`src/rtl/core/sfn_pkg.sv`:
```
package sfn_pkg;

  localparam int unsigned BaseLen = 8;
  localparam int unsigned ExtLen  = 3;
  localparam int unsigned NameLen = BaseLen + ExtLen;

  localparam logic [7:0] PAD_BYTE = 8'h20;
  localparam logic [7:0] DOT_BYTE = 8'h2E;
  localparam logic [7:0] LOWER_A  = 8'h61;
  localparam logic [7:0] LOWER_Z  = 8'h7A;
  localparam logic [7:0] CASE_GAP = 8'h20;

  // Action codes carried in the input transaction
  localparam logic ACT_CHAR   = 1'b0;
  localparam logic ACT_FINISH = 1'b1;

  typedef struct packed {
    logic       action;
    logic [7:0] ch;
  } char_t;

  typedef struct packed {
    logic [7:0] base_0;
    logic [7:0] base_1;
    logic [7:0] base_2;
    logic [7:0] base_3;
    logic [7:0] base_4;
    logic [7:0] base_5;
    logic [7:0] base_6;
    logic [7:0] base_7;
    logic [7:0] ext_0;
    logic [7:0] ext_1;
    logic [7:0] ext_2;
  } name_t;

  // Builder counters, visible to the top level for checking
  typedef struct packed {
    logic [3:0] base_count;
    logic [1:0] ext_count;
    logic       dot_seen;
  } status_t;

  function automatic logic [7:0] to_upper(input logic [7:0] c);
    if (c >= LOWER_A && c <= LOWER_Z) begin
      return c - CASE_GAP;
    end
    return c;
  endfunction

endpackage

```
`src/rtl/core/sfn_builder.sv`:
```
module sfn_builder (
  input  logic             clk,
  input  logic             rst,
  input  logic             step,
  input  sfn_pkg::char_t   item,
  output sfn_pkg::name_t   name,
  output sfn_pkg::status_t status
);

  logic [sfn_pkg::NameLen-1:0][7:0] name_bytes;
  logic [sfn_pkg::NameLen-1:0][7:0] name_bytes_next;
  logic [3:0] base_count;
  logic [3:0] base_count_next;
  logic [1:0] ext_count;
  logic [1:0] ext_count_next;
  logic       dot_seen;
  logic       dot_seen_next;
  logic [3:0] wr_idx;
  logic       wr_en;
  logic [7:0] up_ch;

  assign up_ch = sfn_pkg::to_upper(item.ch);

  // Next state for one transaction
  always_comb begin
    name_bytes_next = name_bytes;
    base_count_next = base_count;
    ext_count_next  = ext_count;
    dot_seen_next   = dot_seen;
    wr_en           = 1'b0;
    wr_idx          = base_count;
    if (item.action == sfn_pkg::ACT_FINISH) begin
      name_bytes_next = {sfn_pkg::NameLen{sfn_pkg::PAD_BYTE}};
      base_count_next = '0;
      ext_count_next  = '0;
      dot_seen_next   = 1'b0;
    end else if (!dot_seen) begin
      if (item.ch == sfn_pkg::DOT_BYTE) begin
        dot_seen_next = 1'b1;
      end else if (base_count < 4'(sfn_pkg::BaseLen)) begin
        wr_en           = 1'b1;
        wr_idx          = base_count;
        base_count_next = base_count + 4'd1;
      end
    end else if (ext_count < 2'(sfn_pkg::ExtLen)) begin
      wr_en          = 1'b1;
      wr_idx         = 4'(sfn_pkg::BaseLen) + {2'b00, ext_count};
      ext_count_next = ext_count + 2'd1;
    end
    if (wr_en) begin
      name_bytes_next[wr_idx] = up_ch;
    end
  end

  always_ff @(posedge clk) begin
    if (rst) begin
      name_bytes <= {sfn_pkg::NameLen{sfn_pkg::PAD_BYTE}};
      base_count <= '0;
      ext_count  <= '0;
      dot_seen   <= 1'b0;
    end else if (step) begin
      name_bytes <= name_bytes_next;
      base_count <= base_count_next;
      ext_count  <= ext_count_next;
      dot_seen   <= dot_seen_next;
    end
  end

  // Byte 0 lands in the first struct field
  always_comb begin
    name.base_0 = name_bytes[0];
    name.base_1 = name_bytes[1];
    name.base_2 = name_bytes[2];
    name.base_3 = name_bytes[3];
    name.base_4 = name_bytes[4];
    name.base_5 = name_bytes[5];
    name.base_6 = name_bytes[6];
    name.base_7 = name_bytes[7];
    name.ext_0  = name_bytes[8];
    name.ext_1  = name_bytes[9];
    name.ext_2  = name_bytes[10];
  end

  assign status.base_count = base_count;
  assign status.ext_count  = ext_count;
  assign status.dot_seen   = dot_seen;

endmodule

```
`src/rtl/core/short_name_formatter_core.sv`:
```
// Builds an 8.3 short name (8 base bytes, 3 extension bytes) from a stream
// of name characters.
// Input channel char_*: one transaction per character (action = char) or a
// finish (action = finish). Output channel name_*: one transaction per
// finish, carrying the 11 space-padded, upper-cased name bytes.
// Throughput: one input transaction per cycle while the output is free.
// Each transaction is held in the input register, then the builder updates
// its counters and at most one name byte; a finish loads the result register
// and clears the builder in the same cycle. A finish passes through the input
// register and then the result register before name_valid rises.
// The result register frees the input side: characters keep flowing while a
// result waits. Only a finish that meets a held result stalls, and then
// char_stall rises until name_stall drops.
// Reset (rst, synchronous): empties both registers and returns the name to
// eleven spaces with all counters at zero.
module short_name_formatter_core (
  input  logic           clk,
  input  logic           rst,
  input  logic           char_valid,
  output logic           char_stall,
  input  sfn_pkg::char_t char_item,
  output logic           name_valid,
  input  logic           name_stall,
  output sfn_pkg::name_t name_item
);

  logic             in_valid;
  sfn_pkg::char_t   in_item;
  logic             advance;
  logic             step;
  logic             finish;
  sfn_pkg::name_t   name;
  sfn_pkg::status_t status;

  // Input register advances unless a finish is blocked by a held result
  assign finish     = in_valid && (in_item.action == sfn_pkg::ACT_FINISH);
  assign advance    = !(finish && name_valid && name_stall);
  assign step       = in_valid && advance;
  assign char_stall = in_valid && !advance;

  always_ff @(posedge clk) begin
    if (rst) begin
      in_valid <= 1'b0;
    end else if (advance) begin
      in_valid <= char_valid;
    end
  end

  always_ff @(posedge clk) begin
    if (advance && char_valid) begin
      in_item <= char_item;
    end
  end

  sfn_builder u_builder (
    .clk    (clk),
    .rst    (rst),
    .step   (step),
    .item   (in_item),
    .name   (name),
    .status (status)
  );

  // Result register
  always_ff @(posedge clk) begin
    if (rst) begin
      name_valid <= 1'b0;
    end else if (step && finish) begin
      name_valid <= 1'b1;
    end else if (!name_stall) begin
      name_valid <= 1'b0;
    end
  end

  always_ff @(posedge clk) begin
    if (step && finish) begin
      name_item <= name;
    end
  end

`ifndef ASSERT_OFF
  a_finish_clears: assert property (@(posedge clk) disable iff (rst)
    step && finish |=> status.base_count == 4'd0 && status.ext_count == 2'd0
      && !status.dot_seen)
    else $error("builder not cleared after finish");

  a_base_bound: assert property (@(posedge clk) disable iff (rst)
    status.base_count <= 4'(sfn_pkg::BaseLen))
    else $error("base count past limit");

  a_ext_needs_dot: assert property (@(posedge clk) disable iff (rst)
    !status.dot_seen |-> status.ext_count == 2'd0)
    else $error("extension written before dot");

  a_stall_only_on_blocked_finish: assert property (@(posedge clk) disable iff (rst)
    char_stall |-> finish && name_valid && name_stall)
    else $error("input stalled without a blocked finish");
`endif

endmodule

```
`config.mk`:
```
export PLATFORM = sky130hd
export DESIGN_NAME = short_name_formatter_core
export DESIGN_NICKNAME = d
export VERILOG_FILES = /design/src/rtl/core/sfn_pkg.sv /design/src/rtl/core/sfn_builder.sv /design/src/rtl/core/short_name_formatter_core.sv
export SDC_FILE = /design/constraint.sdc
export NUM_CORES = 1
export LEC_CHECK = 0
export BUFFER_PORTS_ARGS = -buffer_cell sky130_fd_sc_hd__buf_4
export CAP_MARGIN = 20
export CELL_PAD_IN_SITES_DETAIL_PLACEMENT = 1
export CELL_PAD_IN_SITES_GLOBAL_PLACEMENT = 2
export CORE_MARGIN = 2
export CORE_UTILIZATION = 39
export CTS_CLUSTER_SIZE = 10
export DETAILED_ROUTE_END_ITERATION = 10
export HOLD_SLACK_MARGIN = 0.12
export PLACE_DENSITY_LB_ADDON = 0.1
export SYNTH_ARGS = -nofsm -noshare
export SYNTH_HDL_FRONTEND = slang
export SYNTH_SLANG_ARGS = --single-unit
export TNS_END_PERCENT = 100
```
`constraint.sdc`:
```
create_clock -name clk -period 4.18 [get_ports clk]
set_clock_uncertainty 0.15 [all_clocks]
set_input_delay 0.836 -clock clk [delete_from_list [all_inputs] [get_ports clk]]
set_output_delay 0.836 -clock clk [all_outputs]
set_load 0.05 [all_outputs]
```
==> impl_metrics.py, run 1 <==
metrics = {
    "grt": {
        "antenna_found_initial": 0,
        "track_usage": 0.179,
        "gr-total-overflow": 0,
        "use_met3": 0.0363,
        "use_met1": 0.227,
        "grt_pass1_vias": 4193,
        "grt_pass1_wl_um": 24000,
        "busiest_layer": "met2",
        "gr-usage-met2": 0.307,
        "grt_max_degree": 35,
    },
    "timing": {
        "worst_slack_ns": 1.47,
        "rsz0062_at_grt": "no",
        "slew_headroom": 0.459,
        "fin_crit_ns": 2.71,
        "worst_pin_slew_ns": 0.805,
        "hold_violations": 0,
        "finalSetupViolCount": 0,
        "slew_viol_final": 0,
        "fmax_mhz": 369,
        "setup-tns-final_ns": 0,
        "post-route-period-util": 0.648,
    },
    "logic_synthesis": {
        "ys_types": 49,
        "synth_area_leader_cell": "edfxtp_1",
        "yosys-top-cells-area": "edfxtp_1, dfxtp_1, o2bb2ai_1, a22oi_1, nor2_1",
        "ys_ff_latch": 194,
        "synth.avg_cell_area_um2": 14.6,
        "yosysSeqAreaShare": 0.733,
        "yosysTopAreaCellShare": 0.440,
        "synth_area_um2": 6620,
        "syn_nets": 469,
        "synth_ff_type": "edfxtp_1",
        "synth-async-reset-ratio": 0,
        "synth_common_cells": "dfxtp_1, edfxtp_1, o2bb2ai_1",
        "yosys_warnings": 0,
        "synth_cells": 453,
        "synth_edf_count": 97,
    },
    "placed_design": {
        "place_ws_ns": 1.27,
        "portBuffers": 102,
        "gp_congestion": 0.714,
        "dp_hpwl_um": 10500,
    },
    "routing": {
        "firstDrtPassIters": 7,
        "drc": 0,
        "detail-route-antenna-nets": 0,
        "totalWireLength_um": 15500,
        "via_per_inst": 5.20,
        "drt_iter0_drc": 145,
        "via_count": 4132,
        "post_drt_wl_per_cell_um": 19.6,
    },
    "floorplan": {
        "top_level_ports": 103,
        "die_w_um": 134,
        "coreArea_um2": 16600,
        "rows": 47,
        "initial_utilization": 0.399,
        "die_area_um2": 18000,
        "fp.dieH_um": 134,
    },
    "final_layout": {
        "area.growth.synth_to_final_pct": 24.1,
        "drive_gt1_frac": 0.287,
        "multi_input_comb_area_um2": 1620,
        "register_area_um2": 4850,
        "fin_nets": 578,
        "nFillCells": 1674,
        "diodes": 0,
    },
    "clock_tree": {
        "hold_buffers": 0,
        "numCtsBuffers": 17,
        "cts_buffer_depth": 2,
        "clkLatencyLatePin_ns": 0.43,
        "path_clk_slew_ns": 0.07,
        "post_cts_buffers": 0,
        "cts_tree": "built",
        "cts_resized": 0,
        "cts.htree.levels": 4,
        "cts_root_buffer": "clkbuf_16",
        "clkSinkCount": 194,
    },
    "critical_path": {
        "crit_path_max_fanout": 14,
        "worstSetupPathType": "reg -> out",
        "worst_ep_arrival_time_ns": 1.72,
        "required_ns": 3.19,
        "end_kind": "output port",
        "worst_setup_path_start_kind": "flip-flop",
    },
    "worst_hold_path": {
        "hold_class": "reg -> reg",
    },
    "pwr": {
        "power.density_nw_per_um2": 473,
        "power.leakage_uw": 0.00301,
        "ir_drop_mv": 0.265,
    },
    "run_status": {
        "status": "finished clean",
    },
    "run": {
        "cap_viol_max_count": 0,
    },
}
## power by group
| group | total, µW | internal, µW | switching (µW) |
|---|---|---|---|
| clock | 1650 | 928 | 719 |
| sequential | 2040 | 2020 | 20.3 |
| combinational | 201 | 50.4 | 151 |
| total | 3880 | 2990 | 890 |
## placed cells by master, fill, tap and decap left out, types with 4 or more instances in the layout
| cell type | Yosys | routed |
|---|---|---|
| mux2i_1 | 4 | 4 |
| buf_4 | 3 | 105 |
| a22oi_1 | 19 | 19 |
| nand2_1 | 17 | 17 |
| a22o_1 | 10 | 10 |
| nand3_1 | 6 | 6 |
| o2bb2ai_1 | 48 | 48 |
| nor2_1 | 27 | 27 |
| a21oi_1 | 11 | 11 |
| edfxtp_1 | 97 | 97 |
| o21ai_2 | 4 | 4 |
| inv_1 | 21 | 20 |
| and2_1 | 6 | 6 |
| o21ai_4 | 5 | 5 |
| nor2_2 | 5 | 5 |
| nor3_1 | 13 | 13 |
| nand2b_1 | 5 | 5 |
| or2_2 | 4 | 4 |
| dfxtp_1 | 97 | 97 |
| clkbuf_16 | 0 | 17 |
| inv_6 | 0 | 4 |
| a32o_1 | 4 | 4 |
## worst paths after layout
| check | start | end | slack, ns | cells past startpoint |
|---|---|---|---|---|
| worst max-delay path | in_item[8] | char_stall | 1.47 | 3 |
| worst min-delay path | u_builder.name[8] | name_item[8] | 0.28 | 0 |
| worst max register to register | in_item[3] | u_builder.name[5] | 1.60 | 5 |
| worst min register to register | u_builder.name[8] | name_item[8] | 0.28 | 0 |
## flip-flops by register name, summed over array words and instances (netlist names)
name	cells
name_item	88
u_builder.dot_seen	1
in_valid	1
name_valid	1
in_item	9
u_builder.ext_count	2
u_builder.base_count	4
u_builder.name	88
## worst max-delay path, cell delays in order (launching register included)
cell	delay [ns]
edfxtp_1	0.65
nand2_1	0.13
nor2_1	0.25
buf_4	0.26
## area by class of cell
| class | instances | share of cell area |
|---|---|---|
| Clock buffer | 20 | 0.0556 |
| Clock inverter | 12 | 0.0180 |
| Inverter | 21 | 0.00974 |
| Multi-Input combinational cell | 223 | 0.197 |
| Sequential cell | 194 | 0.591 |
| Tap cell | 220 | 0.0335 |
| Timing Repair Buffer | 105 | 0.0959 |
## logic make-up after synthesis
kind of cell	Yosys count	synth area share
AOI/OAI and AO/OA	117	0.153
and+or+nand+nor	96	0.0746
buffers and inverters	36	0.0230
muxes	6	0.00945
xor gates and xnor gates	1	0.00132
adders and majority gates	3	0.00567
DFF	194	0.733
## through the flow
step,hold slack [ns],total power (µW),util,cell area (µm²),instances
final,0.279,3880,0.496,8220,795
after global routing,0.300,4010,0.496,8220,795
after CTS,0.279,3920,0.496,8220,795
after detailed placement,0.269,2280,0.459,7610,763
after global placement,0.266,2280,0.459,7610,763
after floorplan,0.258,2210,-,6620,453
## metal layers
layer | up-vias | routed length (µm)
li1 | 1937 | -
met1 | 2105 | 7020
met2 | 76 | 7930
met3 | 14 | 417
met4 | 0 | 175
met5 | - | 0
Power figures use the tool's default switching activity.
==> run 2: changes to the inputs <==
Settings changed: ABC_AREA from default to 1, CORE_UTILIZATION 39 to 35.
Clock period 4.18 ns to 2.72 ns, I/O delays scaled along.
==> run 2 against run 1 <==
Effect of this change:
- critical path depth grew 8
- non-clock buffer count rose by 33
- worst hold slack worse by 0.14 ns
- routed wire length grew 51%
- total power up 69%
- synthesized area grew 31%
- utilization fell by 6.3 points
- sequential power rose by 61%
- critical path type is now reg -> reg
- critical endpoint is now u_builder.name[59]
- largest power group unchanged
==> impl_metrics.py, run 2 <==
metrics = {
    "critical_path": {
        "worst_ep_arrival_time_ns": 2.48,
        "crit_path_max_fanout": 18,
        "end_kind": "flip-flop",
        "slowest_delay_ns": 0.53,
        "critPathBufInv": 2,
        "worstSetupPathType": "reg -> reg",
        "crit_slowest_cell": "edfxtp_1",
        "worstPathCellList": "nand2_1 > nor2_1 > nand2_1 > nand4_2 > nand2_2 > buf_4 > nand2_4 > nand2_1 > nand3_1 > nand2_1 > inv_1",
        "critPathTopFamily": "simple AND/OR/NAND/NOR gates",
        "crit_top_cell": "nand2_1",
        "required_ns": 2.91,
        "worst_setup_path_start_kind": "flip-flop",
    },
    "grt": {
        "track_usage": 0.183,
        "grt_pass1_vias": 6917,
        "antenna_found_initial": 0,
        "gr-total-overflow": 0,
        "grt_pass1_wl_um": 37600,
        "grt_max_degree": 77,
    },
    "logic_synthesis": {
        "synth_cells": 1038,
        "synth_area_um2": 8700,
        "synth_common_cells": "nand2_1, inv_1, nand3_1",
        "yosysSeqAreaShare": 0.558,
        "synth.avg_cell_area_um2": 8.38,
        "syn_nets": 1054,
        "yosysMostFrequentCell": "nand2_1",
        "ys_types": 32,
        "yosys-top-cells-area": "edfxtp_1, dfxtp_1, nand2_1, nand3_1, inv_1",
        "synth-async-reset-ratio": 0,
        "synth_edf_count": 97,
        "ys_ff_latch": 194,
        "synth_ff_type": "edfxtp_1",
        "yosysTopAreaCellShare": 0.335,
        "yosys_warnings": 0,
        "synth_area_leader_cell": "edfxtp_1",
    },
    "pwr": {
        "power.leakage_uw": 0.00452,
        "ir_drop_mv": 0.326,
        "power.density_nw_per_um2": 620,
        "power.share.clock": 0.376,
        "power.switching_uw": 1830,
        "switching_share": 0.280,
        "p_seq_frac": 0.503,
        "internal_power_uw": 4710,
        "power_frac_comb": 0.121,
        "power_uw": 6550,
    },
    "floorplan": {
        "fp.dieH_um": 162,
        "die_area_um2": 26100,
        "initial_utilization": 0.357,
        "rows": 57,
        "die_w_um": 162,
        "coreArea_um2": 24400,
        "top_level_ports": 103,
    },
    "timing": {
        "setup-tns-final_ns": 0,
        "slew_viol_final": 0,
        "post-route-period-util": 0.841,
        "finalSetupViolCount": 0,
        "fin_crit_ns": 2.29,
        "worst_pin_slew_ns": 0.911,
        "hold_violations": 0,
        "slew_headroom": 0.393,
        "rsz0062_at_grt": "no",
        "whs_ns": 0.137,
        "fmax_mhz": 437,
    },
    "final_layout": {
        "fin_nets": 1148,
        "final_common_cell": "nand2_1",
        "drive_gt1_frac": 0.176,
        "nFillCells": 2901,
        "diodes": 0,
        "fin_area_um2": 10600,
        "area.growth.synth_to_final_pct": 21.3,
        "mostFrequentLayoutCells": "nand2_1, inv_1, nand3_1",
    },
    "run": {
        "cap_viol_max_count": 0,
    },
    "routing": {
        "drt_iter0_drc": 432,
        "via_per_inst": 4.80,
        "firstDrtPassIters": 4,
        "totalWireLength_um": 23500,
        "post_drt_wl_per_cell_um": 16.0,
        "drc": 0,
        "via_count": 7053,
        "detail-route-antenna-nets": 0,
    },
    "clock_tree": {
        "cts_root_buffer": "clkbuf_16",
        "cts_buffer_depth": 2,
        "numCtsBuffers": 17,
        "path_clk_slew_ns": 0.08,
        "cts.htree.levels": 4,
        "clkSinkCount": 194,
        "cts_tree": "built",
        "clkLatencyLatePin_ns": 0.44,
        "post_cts_buffers": 0,
    },
    "run_status": {
        "status": "finished clean",
    },
    "placed_design": {
        "portBuffers": 102,
        "placed_area_um2": 9900,
        "dp_hpwl_um": 14800,
        "gp_congestion": 0.755,
    },
    "worst_hold_path": {
        "hold_class": "in -> reg",
    },
}
## run 2: cell types whose count changed after synthesis, moves of 13 or more
cell,change
nand2_1,+178
inv_1,+141
nand3_1,+128
a21oi_1,+85
nor2_1,+66
o2bb2ai_1,-48
nand4_1,+36
clkbuf_1,+23
a22oi_1,-19
o21ai_0,+17
buf_2,+13
nor3_1,-13
## run 2: repair_timing
item,in CTS,in global routing
hold buffers,6,2
setup endpoints to repair,0,0
gates resized for setup,0,0
hold endpoints to repair,6,2
## run 2: cell families (layout without fill, tap and decap cells)
family                     Yosys count  in the layout  synth area share
adders and majority gates            3              3           0.00432
AOI/OAI and AO/OA                  127            127            0.0765
and+or+nand+nor                    482            482             0.253
buffers and inverters              232            339             0.108
DFF                                194            194             0.558
## run 2: worst paths after layout
path                                         from            endpoint  slack (ns)  cells after the start
worst min-delay path                 char_item[8]          in_item[8]        0.14                      1
worst max register to register         in_item[3]  u_builder.name[59]        0.43                     11
worst max-delay path                   in_item[3]  u_builder.name[59]        0.43                     11
worst min register to register  u_builder.name[6]        name_item[6]        0.28                      0
## run 2: power by group through the flow
| stage | Sequential, µW | Clock (µW) | Combinational [µW] |
|---|---|---|---|
| after global placement | 3360 | 0 | 781 |
| after detailed placement | 3360 | 0 | 793 |
| after global routing | 3310 | 2640 | 881 |
| final | 3290 | 2460 | 794 |
| after CTS | 3300 | 2530 | 803 |
| after floorplan | 3470 | 0 | 424 |
## run 2: metal layers
metal	wire, µm	track usage
met2	11400	0.310
met1	11000	0.249
met5	0	0
met3	864	0.0285
met4	166	0.0398
## run 2: layout make-up
class                           count  area, µm²  area share
Tap cell                          324        405      0.0384
Timing Repair Buffer              138       1130       0.107
Clock buffer                       20        457      0.0433
Multi-Input combinational cell    612       2940       0.279
Clock inverter                     12        120      0.0114
Inverter                          169        638      0.0605
Sequential cell                   194       4860       0.460
## run 2: per-stage QoR
step                      utilization  setup slack, ns  cells
after floorplan                     -          0.00928   1038
after global placement          0.406            0.450   1429
after detailed placement        0.406            0.427   1429
after CTS                       0.432            0.404   1467
after global routing            0.433            0.209   1469
final                           0.433            0.433   1469
==> run 3: changes to the inputs <==
Clock period 2.72 ns to 2.16 ns, I/O delays scaled along.
==> run 3 against run 2 <==
Effect of this change:
- sequential share of layout area is 2.0 points lower
- cell count is 2.7% higher
- total power is 31% higher
- cell area is 4.6% higher
- register-to-register slack worse by 0.32 ns
- highest routed layer unchanged
- combinational power is 39% higher
- worst hold slack better by 0.0042 ns
- die area stayed put
==> impl_metrics.py, run 3 (synthesis gave the netlist of run 2 again) <==
metrics = {
    "routing": {
        "totalWireLength_um": 24200,
        "detail-route-antenna-nets": 0,
        "post_drt_wl_per_cell_um": 16.0,
        "drt_iter0_drc": 367,
        "drc": 0,
        "firstDrtPassIters": 4,
        "via_per_inst": 4.79,
        "via_count": 7233,
    },
    "placed_design": {
        "dp_hpwl_um": 15600,
        "portBuffers": 102,
        "place_ws_ns": -0.0180,
        "gp_congestion": 0.741,
    },
    "worst_hold_path": {
        "hold_class": "in -> reg",
    },
    "grt": {
        "grt_pass1_wl_um": 38700,
        "antenna_found_initial": 0,
        "grt_pass1_vias": 7147,
        "gr-total-overflow": 0,
        "track_usage": 0.188,
        "grt_max_degree": 74,
    },
    "critical_path": {
        "crit_path_max_fanout": 12,
        "r2r_slack_ns": 0.11,
        "worst_ep_arrival_time_ns": 1.50,
        "worstPathCellList": "buf_12 > nand2_4 > nor2_2 > buf_6",
        "required_ns": 1.58,
        "worstSetupPathType": "reg -> out",
        "crit_slowest_cell": "edfxtp_1",
        "slowest_delay_ns": 0.47,
        "end_kind": "output port",
        "worst_setup_path_start_kind": "flip-flop",
    },
    "clock_tree": {
        "cts.htree.levels": 4,
        "clkLatencyLatePin_ns": 0.43,
        "numCtsBuffers": 17,
        "path_clk_slew_ns": 0.07,
        "cts_buffer_depth": 2,
        "cts_tree": "built",
        "clkSinkCount": 194,
        "cts_root_buffer": "clkbuf_16",
    },
    "final_layout": {
        "final_common_cell": "nand2_1",
        "area.growth.synth_to_final_pct": 26.9,
        "nFillCells": 2892,
        "multi_input_comb_area_um2": 3000,
        "fin_nets": 1188,
        "register_area_um2": 4860,
        "diodes": 0,
        "drive_gt1_frac": 0.205,
        "mostFrequentLayoutCells": "nand2_1, inv_1, buf_4",
    },
    "run_status": {
        "status": "finished clean",
    },
    "floorplan": {
        "initial_utilization": 0.357,
        "rows": 57,
        "die_w_um": 162,
        "coreArea_um2": 24400,
        "top_level_ports": 103,
        "die_area_um2": 26100,
        "fp.dieH_um": 162,
    },
    "pwr": {
        "power_uw": 8570,
        "power.density_nw_per_um2": 777,
        "power.leakage_uw": 0.00480,
        "ir_drop_mv": 0.379,
    },
    "timing": {
        "rsz0062_at_grt": "yes",
        "worst_slack_ns": 0.0809,
        "post-route-period-util": 0.963,
        "slew_viol_final": 0,
        "fin_crit_ns": 2.08,
        "slew_headroom": 0.665,
        "hold_violations": 0,
        "worst_pin_slew_ns": 0.502,
        "finalSetupViolCount": 0,
        "fmax_mhz": 481,
    },
    "run": {
        "cap_viol_max_count": 0,
    },
}
run 3: cell count changes in the layout (fill, tap and decap cells not counted), moves of 4 or more:
cell and delta:
buf_4 +29, buf_6 +5, clkinv_4 -6, nand2_4 +5
nand3_4 +4
run 3: path summary, 6_finish.rpt:
path,from,endpoint,depth (start not counted)
max,in_item[8],char_stall,4
min,char_valid,in_valid,3
max reg2reg,in_item[8],u_builder.name[85],8
min reg2reg,u_builder.name[72],name_item[72],0
run 3: power breakdown:
| group | leakage, µW | switching (µW) | internal [µW] |
|---|---|---|---|
| registers | 0.00171 | 102 | 4050 |
| logic | 0.00280 | 725 | 373 |
| clock network | 0.000297 | 1430 | 1900 |
| total | 0.00480 | 2250 | 6320 |
run 3: area by class of cell:
class                           count  share of cell area
Sequential cell                   194               0.440
Multi-Input combinational cell    613               0.272
Timing Repair Buffer              177               0.137
Inverter                          169              0.0584
Clock buffer                       23              0.0454
Tap cell                          324              0.0367
Clock inverter                      9              0.0107
run 3: metrics by stage:
| stage | std cells | utilization | setup TNS [ns] | instance area, µm² | hold slack (ns) |
|---|---|---|---|---|---|
| 5_1_grt | 1509 | 0.452 | -0.155 | 11000 | 0.136 |
| 2_1_floorplan | 1038 | - | -45.50 | 8730 | 0.258 |
| 3_3_place_gp | 1445 | 0.410 | 0 | 10000 | 0.263 |
| 6_report | 1509 | 0.452 | 0 | 11000 | 0.141 |
| 4_1_cts | 1490 | 0.442 | 0 | 10800 | 0.125 |
| 3_5_place_dp | 1445 | 0.410 | -0.0250 | 10000 | 0.266 |
run 3: timing repair:
action | 4_1_cts | 5_1_grt
pin swaps | 2 | 8
hold buffers | 9 | 0
hold endpoints to repair | 9 | 0
setup buffers | 4 | 17
cloned | 0 | 2
gates resized for setup | 7 | 21
setup endpoints to repair | 16 | 87
run 3: routing by layer:
metal | vias to the layer above | global-route usage | share of wire
li1 | 3646 | - | -
met1 | 3466 | 0.257 | 0.48
met2 | 109 | 0.318 | 0.48
met3 | 12 | 0.0270 | 0.031
met4 | 0 | 0.0418 | 0.0083
met5 | - | 0 | 0
run 3: worst max-delay path, delay by kind of cell, from the launching register on:
| kind | cells | cell delay, ns |
|---|---|---|
| simple gates | 2 | 0.23 |
| flops | 1 | 0.47 |
| buf+inv | 2 | 0.37 |
